===== config.mk =====
export PLATFORM = sky130hd
export DESIGN_NAME = cpi_mul
export DESIGN_NICKNAME = d
export VERILOG_FILES = /design/src/hw/rtl/convex_polyhedron_interior_test_assert.svh /design/src/hw/rtl/cpi_pkg.sv /design/src/hw/rtl/cpi_mul.sv
export SDC_FILE = /design/constraint.sdc
export NUM_CORES = 2
export LEC_CHECK = 0
export ABC_AREA = 1
export BUFFER_PORTS_ARGS = -buffer_cell sky130_fd_sc_hd__buf_2
export CORE_MARGIN = 2
export CORE_UTILIZATION = 40
export DETAILED_ROUTE_END_ITERATION = 16
export PLACE_DENSITY_LB_ADDON = 0.08
export SLEW_MARGIN = 20
export SYNTH_ARGS = -nofsm -noshare
export SYNTH_HDL_FRONTEND = slang
export SYNTH_SLANG_ARGS = --single-unit

===== constraint.sdc =====
create_clock -name clk -period 16 [get_ports clk]
set_input_delay 0.8 -clock clk [delete_from_list [all_inputs] [get_ports clk]]
set_output_delay 0.8 -clock clk [all_outputs]
set_load 0.05 [all_outputs]

===== src/hw/rtl/convex_polyhedron_interior_test_assert.svh =====
// ----------------------------------------------------------------------------
// Assertion macros for the convex polyhedron interior test
// Concurrent checks sampled on clk, disabled while rst is high.
// ----------------------------------------------------------------------------
`ifndef CONVEX_POLYHEDRON_INTERIOR_TEST_ASSERT_SVH
`define CONVEX_POLYHEDRON_INTERIOR_TEST_ASSERT_SVH

// Same-cycle implication
`define CPI_ASSERT_IMPL(name, ante, cons) \
  name: assert property (@(posedge clk) disable iff (rst) (ante) |-> (cons)) \
    else $error("cpi check failed");

// Next-cycle implication
`define CPI_ASSERT_NEXT(name, ante, cons) \
  name: assert property (@(posedge clk) disable iff (rst) (ante) |=> (cons)) \
    else $error("cpi check failed");

`endif


===== src/hw/rtl/cpi_pkg.sv =====
// ----------------------------------------------------------------------------
// cpi_pkg
// Types, constants and codes shared by the convex polyhedron interior test.
// ----------------------------------------------------------------------------
`default_nettype none

package cpi_pkg;

  localparam int COORD_W        = 32;
  localparam int CPI_MAX_PLANES = 64;
  localparam int LEN_W          = 32;
  localparam int SQ_W           = 64;
  localparam int DOT_W          = 64;
  localparam int RTOL_W         = 16;
  localparam int ATOL_W         = 31;
  localparam int TOL_W          = LEN_W + RTOL_W + 1;
  localparam int PIDX_W         = 16;
  localparam int CFG_W          = 32;
  localparam int CFG_IDX_W      = 3;
  localparam int MUL_A_W        = COORD_W;
  localparam int MUL_B_W        = COORD_W + 1;
  localparam int MUL_STEP_W     = 16;

  // Configuration register indexes
  localparam logic [CFG_IDX_W-1:0] CFG_INSIDE_X = 3'd0;
  localparam logic [CFG_IDX_W-1:0] CFG_INSIDE_Y = 3'd1;
  localparam logic [CFG_IDX_W-1:0] CFG_INSIDE_Z = 3'd2;
  localparam logic [CFG_IDX_W-1:0] CFG_REL_TOL  = 3'd3;
  localparam logic [CFG_IDX_W-1:0] CFG_ABS_TOL  = 3'd4;

  // Item kinds
  localparam logic [1:0] KIND_CLEAR = 2'd0;
  localparam logic [1:0] KIND_LOAD  = 2'd1;
  localparam logic [1:0] KIND_TEST  = 2'd2;

  typedef struct packed {
    logic [1:0]                 kind;
    logic signed [COORD_W-1:0]  pos_x;
    logic signed [COORD_W-1:0]  pos_y;
    logic signed [COORD_W-1:0]  pos_z;
    logic signed [COORD_W-1:0]  norm_x;
    logic signed [COORD_W-1:0]  norm_y;
    logic signed [COORD_W-1:0]  norm_z;
  } in_word_t;

  typedef struct packed {
    logic [PIDX_W-1:0] point_index;
    logic              is_inside;
  } out_word_t;

  typedef struct packed {
    logic signed [COORD_W-1:0] norm_x;
    logic signed [COORD_W-1:0] norm_y;
    logic signed [COORD_W-1:0] norm_z;
    logic signed [COORD_W-1:0] off_x;
    logic signed [COORD_W-1:0] off_y;
    logic signed [COORD_W-1:0] off_z;
    logic [LEN_W-1:0]          len;
  } plane_t;

  typedef enum logic [1:0] {AX_X, AX_Y, AX_Z} axis_t;

  typedef enum logic {MUL_SQ, MUL_DOT} mul_op_t;

  typedef enum logic [3:0] {
    S_IDLE, S_DECODE, S_SQ_GO, S_SQ_WAIT, S_ROOT_GO, S_ROOT_WAIT,
    S_RD, S_TOL, S_DOT_GO, S_DOT_WAIT, S_CMP, S_RESULT
  } ctrl_state_t;

  typedef struct packed {
    logic    capture;
    logic    clear;
    logic    mul_start;
    mul_op_t op;
    axis_t   axis;
    logic    acc_sq;
    logic    root_start;
    logic    plane_wr;
    logic    dlen_ld;
    logic    scan_init;
    logic    rd_en;
    logic    tol_ld;
    logic    acc_dot;
    logic    cmp;
    logic    idx_inc;
    logic    out_load;
  } cmd_t;

  typedef struct packed {
    logic [1:0] kind;
    logic       full;
    logic       empty;
    logic       mul_done;
    logic       root_done;
    logic       dot_gt;
    logic       idx_last;
    logic       out_free;
  } status_t;

endpackage

`default_nettype wire


===== src/hw/rtl/cpi_mul.sv =====
// ----------------------------------------------------------------------------
// cpi_mul
// Unsigned multiplier, one STEP_W-bit digit of b per cycle, top digit first.
// ----------------------------------------------------------------------------
`default_nettype none

module cpi_mul
  import cpi_pkg::*;
#(
  parameter int A_W    = MUL_A_W,
  parameter int B_W    = MUL_B_W,
  parameter int STEP_W = MUL_STEP_W
) (
  input  wire logic                 clk,
  input  wire logic                 rst,
  input  wire logic                 start,
  input  wire logic [A_W-1:0]       a,
  input  wire logic [B_W-1:0]       b,
  output logic                      busy,
  output logic                      done,
  output logic [A_W+((B_W+STEP_W-1)/STEP_W)*STEP_W-1:0] prod
);

  localparam int STEPS = (B_W + STEP_W - 1) / STEP_W;
  localparam int BP_W  = STEPS * STEP_W;
  localparam int P_W   = A_W + BP_W;
  localparam int CNT_W = $clog2(STEPS + 1);

  logic [A_W-1:0]        a_r;
  logic [BP_W-1:0]       b_r;
  logic [P_W-1:0]        acc;
  logic [CNT_W-1:0]      cnt;
  logic [A_W+STEP_W-1:0] part;

  // One partial product per cycle
  assign part = {{STEP_W{1'b0}}, a_r} * {{A_W{1'b0}}, b_r[BP_W-1 -: STEP_W]};

  // Sequence control
  always_ff @(posedge clk) begin
    if (rst) begin
      busy <= 1'b0;
      done <= 1'b0;
      cnt  <= '0;
    end else begin
      done <= 1'b0;
      if (start) begin
        busy <= 1'b1;
        cnt  <= '0;
      end else if (busy) begin
        cnt <= cnt + 1'b1;
        if (cnt == CNT_W'(STEPS - 1)) begin
          busy <= 1'b0;
          done <= 1'b1;
        end
      end
    end
  end

  // Operands and accumulator
  always_ff @(posedge clk) begin
    if (start) begin
      a_r <= a;
      b_r <= BP_W'(b);
      acc <= '0;
    end else if (busy) begin
      acc <= (acc << STEP_W) + P_W'(part);
      b_r <= b_r << STEP_W;
    end
  end

  assign prod = acc;

endmodule

`default_nettype wire


Word level (Yosys, flattened, before mapping)

Cells that the tools add are included.

Add/subtract/negate cells: 2
$mul: 1
Div/mod/pow operators: 0
Order comparisons: 0
Equality and inequality tests: 1
Shift operators: 0
Muxes and demuxes: 6
Bitwise operators: 1
Reduce and logical (&&, ||, !) cells: 3

Operator list:

| kind                  | number |
|---|---|
| $add A80 B48 Y80      | 1 |
| $mux W33              | 2 |
| $mul A32 B16 Y48      | 1 |
| $mux W1               | 4 |
| $reduce_or A3 Y1      | 1 |
| $add A2 B1 Y2 const B | 1 |
| $eq A2 B2 Y1 const B  | 1 |
| $reduce_bool A2 Y1    | 1 |
| $reduce_or A2 Y1      | 1 |
| $not A1 Y1            | 1 |

Bits in registers: 164
Latch bits: 0
Memory bits (writable): 0
Bits in read-only memories: 0
Input bits: 68
Output and inout bits: 82
Memories: 0

Logic depth before layout (Yosys ltp)

Depth in word-level cells: 4
Mapped depth: 31
Gate-level depth less buffers: 29

Worst setup path before layout

Ideal clock, no wire load.

Path type: register to register
Start: register a_r[29]
End: register acc[63], in the netlist prod[63]
Setup time: 0.113 ns
Arrival: 5.443 ns
Required time: 15.887 ns
Setup slack: 10.443 ns
Stages on the path, launching flop included: 28
Path buffers: 2
Period minus slack after synthesis: 5.557 ns
Cells stage by stage: edfxtp_1 clkbuf_1 clkbuf_1 nand2_1 fa_1 inv_1 fa_1 inv_1 fa_1 inv_1 fa_1 fa_1 inv_1 fa_1 inv_1 ha_1 nand2_1 inv_1 a21oi_1 nand2_1 a21oi_1 nand2_1 nand2_1 nand2_2 nand2_1 nand2_1 o21ai_1 inv_1

Cells in the longest elaborated chain, start to end: 2

RTL lines:

| element                  | RTL line      | RTL |
|---|---|---|
| start: declaration       | cpi_mul.sv:29 | `logic [A_W-1:0] a_r;` |
| start signal: assignment | cpi_mul.sv:62 | `a_r <= a;` |
| $mul A32 B16 Y48         | cpi_mul.sv:36 | `assign part = {{STEP_W{1'b0}}, a_r} * {{A_W{1'b0}}, b_r[BP_W-1 -: STEP_W]};` |
| $add A80 B48 Y80         | cpi_mul.sv:66 | `acc <= (acc << STEP_W) + P_W'(part);` |
| end signal: assignment   | cpi_mul.sv:66 |  |
| end: declaration         | cpi_mul.sv:31 | `logic [P_W-1:0] acc;` |

Every way passes these cells.
A chain may end at the register's enable or synchronous reset.

Worst setup path after layout

Start: register b_r[42]
End: register acc[30], in the netlist prod[30]

Cells in the longest elaborated chain, start to end: 2

RTL lines:

| element                  | RTL line      | RTL |
|---|---|---|
| start: declaration       | cpi_mul.sv:30 | `logic [BP_W-1:0] b_r;` |
| start signal: assignment | cpi_mul.sv:63 | `b_r <= BP_W'(b);` |
| start signal: assignment | cpi_mul.sv:67 | `b_r <= b_r << STEP_W;` |
| $mul A32 B16 Y48         | cpi_mul.sv:36 |  |
| $add A80 B48 Y80         | cpi_mul.sv:66 |  |

Every way passes these cells.

==> flow_summary.ini <==
[timing]
fin_crit_ns = 6.51
skew_ns = 0.0269
hold_viol_final = 0
layout_worst_path_cycle_share = 0.407
finalMaxSlewViolations = 0
tightest_slew_ns = 1.03
final_setup_violation_count = 0
fin_setup_tns_ns = 0
max_freq_mhz = 154
slew_headroom = 0.310
rsz0062_at_grt = false

[die]
io_pins = 150
core_sq_mm = 0.0659
placementRows = 94
die_x_um = 262
die_height_um = 262
initial_utilization = 0.405
fp.dieArea_sq_mm = 0.0687

[cts]
cts.repair_timing.setup_buffer_count = 0
cts.path.max_buffers = 2
clock-root-buffer = sky130_fd_sc_hd__clkbuf_16
tritoncts = done
cts-buffers-inserted = 17
clk_sink_count = 164
cts.hold.buffers_added = 0
clkLatencyLatePin_ns = 0.50
clk_pin_slew_ns = 0.09
htree_levels = 4
cts.repair.resized = 0

[logic_synthesis]
synth.cell_area_sq_mm = 0.0267
netlist_top_cells_area = sky130_fd_sc_hd__fa_1 34%, sky130_fd_sc_hd__inv_1 15%, sky130_fd_sc_hd__nand2_1 15%
syn-mean-instance-area_sq_um = 7.27
ys_seq_elements = 164
mapped_nets = 4321
cell_type_with_the_largest_total_area_after_synthesis = sky130_fd_sc_hd__fa_1
postSynth.asyncResetShare = 0
post_synth_inst_count = 3666
ys_types = 46
ys_dominant_reg_cell = sky130_fd_sc_hd__dfxtp_1
synth-edff-count = 65
synth.yosys.warnings = 0
synth_top_cell_area_share = 0.338
seq_area_frac_synth = 0.148

[critical_path]
worst_path_most_repeated_cell = sky130_fd_sc_hd__fa_1
crit_path_end_kind = flip-flop
path_cells = buf_4 > nand2_1 > fa_1 > inv_1 > fa_1 > fa_1 > fa_1 > fa_1 > inv_1 > fa_1 > inv_1 > ha_1 > nand2_2 > nor2_2 > inv_2 > nor2_2 > and2_1 > nand2_1 > nand2_2 > xor2_1 > o21ai_0 > inv_1
crit_slowest_cell = sky130_fd_sc_hd__fa_1
criticalPathCategory = reg -> reg
critical_path_required_ns = 16.44
critPathArrivalTime_ns = 6.94
category_of_the_worst_setup_path_launch_point = flip-flop
worstPathMaxFanout = 29
largest_stage_delay_worst_path_ns = 0.56

[routing]
dr.pass1.iters = 5
viasPerCell = 4.70
detail_route.drc_violations = 0
postRouteWirelength_um = 82000
detail_route.wl_per_cell_um = 17.9
dr_total_vias = 21500
antenna_left = 0
drt_iter0_markers = 1347

[run_status]
status = finished, final reports clean

[global_route]
grt_pass1_vias = 22300
pin_count_of_the_biggest_net_entering_global_routing = 65
antenna_violations_before_repair = 1
track_usage = 0.252
overflow = 0
grt_first_pass_wirelength_um = 131000

[power]
p_seq_frac = 0.158
power_density_cells_mw_per_mm2 = 133
p_sw_mw = 2.26
power.share.clock = 0.121
internal-power_mw = 1.57
totalPowerFinal_mw = 3.83
maximum_vdd_drop_uv = 120
static-leakage-power_nw = 16.7
power_frac_comb = 0.721
power.switching_fraction = 0.590

[flow_run]
maxCapViolations = 0

[cells_and_area]
flow.area_growth_from_synthesis_pct = 7.63
layout-drive-gt1-share = 0.0857
finalNonFillerCells = 4576
final_nets = 4353
storage_cell_area_sq_mm = 0.00394
num-fill-cells = 7040
multi_input_area_sq_mm = 0.0180

[place]
gp_congestion = 0.937
post-place-cells = 4543
port_buffers = 149
hpwl_um = 66800

[worst_hold_path]
hp-class = reg -> reg
[synthesized netlist by cell type, types with 2 or more instances]
library cell and instances:
sky130_fd_sc_hd__nand3_1 90, sky130_fd_sc_hd__nor3_1 16, sky130_fd_sc_hd__xor2_1 20, sky130_fd_sc_hd__nor2_1 155, sky130_fd_sc_hd__a21oi_2 2, sky130_fd_sc_hd__ha_1 137
sky130_fd_sc_hd__a21boi_0 3, sky130_fd_sc_hd__buf_1 4, sky130_fd_sc_hd__nor2_4 7, sky130_fd_sc_hd__nand2_2 24, sky130_fd_sc_hd__clkinv_1 2, sky130_fd_sc_hd__o21a_1 2
sky130_fd_sc_hd__buf_2 2, sky130_fd_sc_hd__a211oi_1 2, sky130_fd_sc_hd__o22ai_1 7, sky130_fd_sc_hd__clkbuf_1 153, sky130_fd_sc_hd__inv_2 24, sky130_fd_sc_hd__a21oi_1 88
sky130_fd_sc_hd__inv_1 1075, sky130_fd_sc_hd__o21bai_1 9, sky130_fd_sc_hd__o21ai_0 54, sky130_fd_sc_hd__and2_1 7, sky130_fd_sc_hd__or2_1 2, sky130_fd_sc_hd__nand4_1 7
sky130_fd_sc_hd__nor4_1 5, sky130_fd_sc_hd__fa_1 450, sky130_fd_sc_hd__a22o_1 15, sky130_fd_sc_hd__dfxtp_1 99, sky130_fd_sc_hd__nand3_2 12, sky130_fd_sc_hd__nor3_2 8
sky130_fd_sc_hd__nand2_1 1057, sky130_fd_sc_hd__xnor2_1 9, sky130_fd_sc_hd__a21o_1 4, sky130_fd_sc_hd__o32ai_1 3, sky130_fd_sc_hd__nor2_2 28, sky130_fd_sc_hd__o21ai_1 10
sky130_fd_sc_hd__edfxtp_1 65
[area by class of cell]
| type | count | area share |
|---|---|---|
| inverter | 1101 | 0.144 |
| timing repair buffer | 173 | 0.0324 |
| clock buffer | 17 | 0.0148 |
| sequential | 164 | 0.137 |
| antenna | 1 | 0.0000872 |
| clock inverter | 15 | 0.00685 |
| multi-input combinational | 2241 | 0.627 |
| tap | 864 | 0.0377 |
[placed cells by master (no fill, tap or decap), types with 3 or more instances in the layout]
| cell | n |
|---|---|
| sky130_fd_sc_hd__inv_1 | 1074 |
| sky130_fd_sc_hd__nand2_1 | 1057 |
| sky130_fd_sc_hd__fa_1 | 450 |
| sky130_fd_sc_hd__nor2_1 | 154 |
| sky130_fd_sc_hd__buf_2 | 148 |
| sky130_fd_sc_hd__ha_1 | 137 |
| sky130_fd_sc_hd__dfxtp_1 | 96 |
| sky130_fd_sc_hd__nand3_1 | 90 |
| sky130_fd_sc_hd__a21oi_1 | 88 |
| sky130_fd_sc_hd__edfxtp_1 | 65 |
| sky130_fd_sc_hd__o21ai_0 | 54 |
| sky130_fd_sc_hd__nor2_2 | 29 |
| sky130_fd_sc_hd__buf_4 | 25 |
| sky130_fd_sc_hd__inv_2 | 24 |
| sky130_fd_sc_hd__nand2_2 | 24 |
| sky130_fd_sc_hd__xor2_1 | 20 |
| sky130_fd_sc_hd__clkbuf_16 | 17 |
| sky130_fd_sc_hd__nor3_1 | 16 |
| sky130_fd_sc_hd__a22o_1 | 15 |
| sky130_fd_sc_hd__nand3_2 | 12 |
| sky130_fd_sc_hd__o21ai_1 | 10 |
| sky130_fd_sc_hd__o21bai_1 | 9 |
| sky130_fd_sc_hd__xnor2_1 | 9 |
| sky130_fd_sc_hd__nor3_2 | 8 |
| sky130_fd_sc_hd__nand4_1 | 7 |
| sky130_fd_sc_hd__nor2_4 | 7 |
| sky130_fd_sc_hd__and2_1 | 7 |
| sky130_fd_sc_hd__o22ai_1 | 7 |
| sky130_fd_sc_hd__clkinv_8 | 6 |
| sky130_fd_sc_hd__nor4_1 | 5 |
| sky130_fd_sc_hd__a21o_1 | 4 |
| sky130_fd_sc_hd__a21boi_0 | 3 |
| sky130_fd_sc_hd__o32ai_1 | 3 |
| sky130_fd_sc_hd__dfxtp_2 | 3 |
| sky130_fd_sc_hd__inv_6 | 3 |
[critical path, delay by kind of cell (launching register included)]
| kind | cells | cell delay (ns) |
|---|---|---|
| fa+ha+maj | 7 | 3.52 |
| simple gates | 7 | 1.04 |
| buf+inv | 6 | 0.82 |
| flops | 1 | 0.52 |
| xor+xnor | 1 | 0.35 |
| compound gates | 1 | 0.14 |
[cells by family after synthesis]
group                      after synthesis  share of synthesized area
AOI/OAI and AO/OA                      200                     0.0426
xor gates and xnor gates                29                    0.00953
adders and majority gates              587                      0.402
buffers and inverters                 1261                      0.178
DFF                                    164                      0.148
and+or+nand+nor                       1425                      0.220
[metrics by stage]
stage	utilization	worst slack [ns]	cell area (sq um)	hold WS (ns)
2_1_floorplan	-	10.44	26700	0.436
5_1_grt	0.436	9.11	28700	0.448
3_5_place_dp	0.426	9.54	28100	0.443
3_3_place_gp	0.426	9.48	28100	0.437
6_report	0.436	9.49	28700	0.465
4_1_cts	0.436	9.48	28700	0.432
[state kept, by name, indices dropped and copies added, names as in the netlist]
| signal | cells |
|---|---|
| prod | 80 |
| b_r | 48 |
| done | 1 |
| busy | 1 |
| a_r | 32 |
| cnt | 2 |
[per-layer routing]
layer | vias to the layer above | part of all wire | global-route usage
met5 | - | 0 | 0
met4 | 0 | 0.023 | 0.0653
met3 | 74 | 0.042 | 0.0258
met2 | 465 | 0.47 | 0.421
met1 | 10500 | 0.47 | 0.349
li1 | 10400 | - | -
[worst paths after layout]
check | from | to | slack, ns | cells past startpoint
max | b_r[42] | prod[30] | 9.49 | 22
min | b_r[17] | b_r[33] | 0.46 | 1
max reg2reg | b_r[42] | prod[30] | 9.49 | 22
min reg2reg | b_r[17] | b_r[33] | 0.46 | 1
[power groups by stage]
stage,combinational (mW),clock (mW),sequential [mW]
floorplan,1.75,0,0.683
global placement,2.77,0,0.619
detailed placement,2.74,0,0.617
CTS,2.78,0.481,0.607
global route,3.08,0.492,0.613
finish,2.76,0.464,0.604
Power figures use the tool's default switching activity.
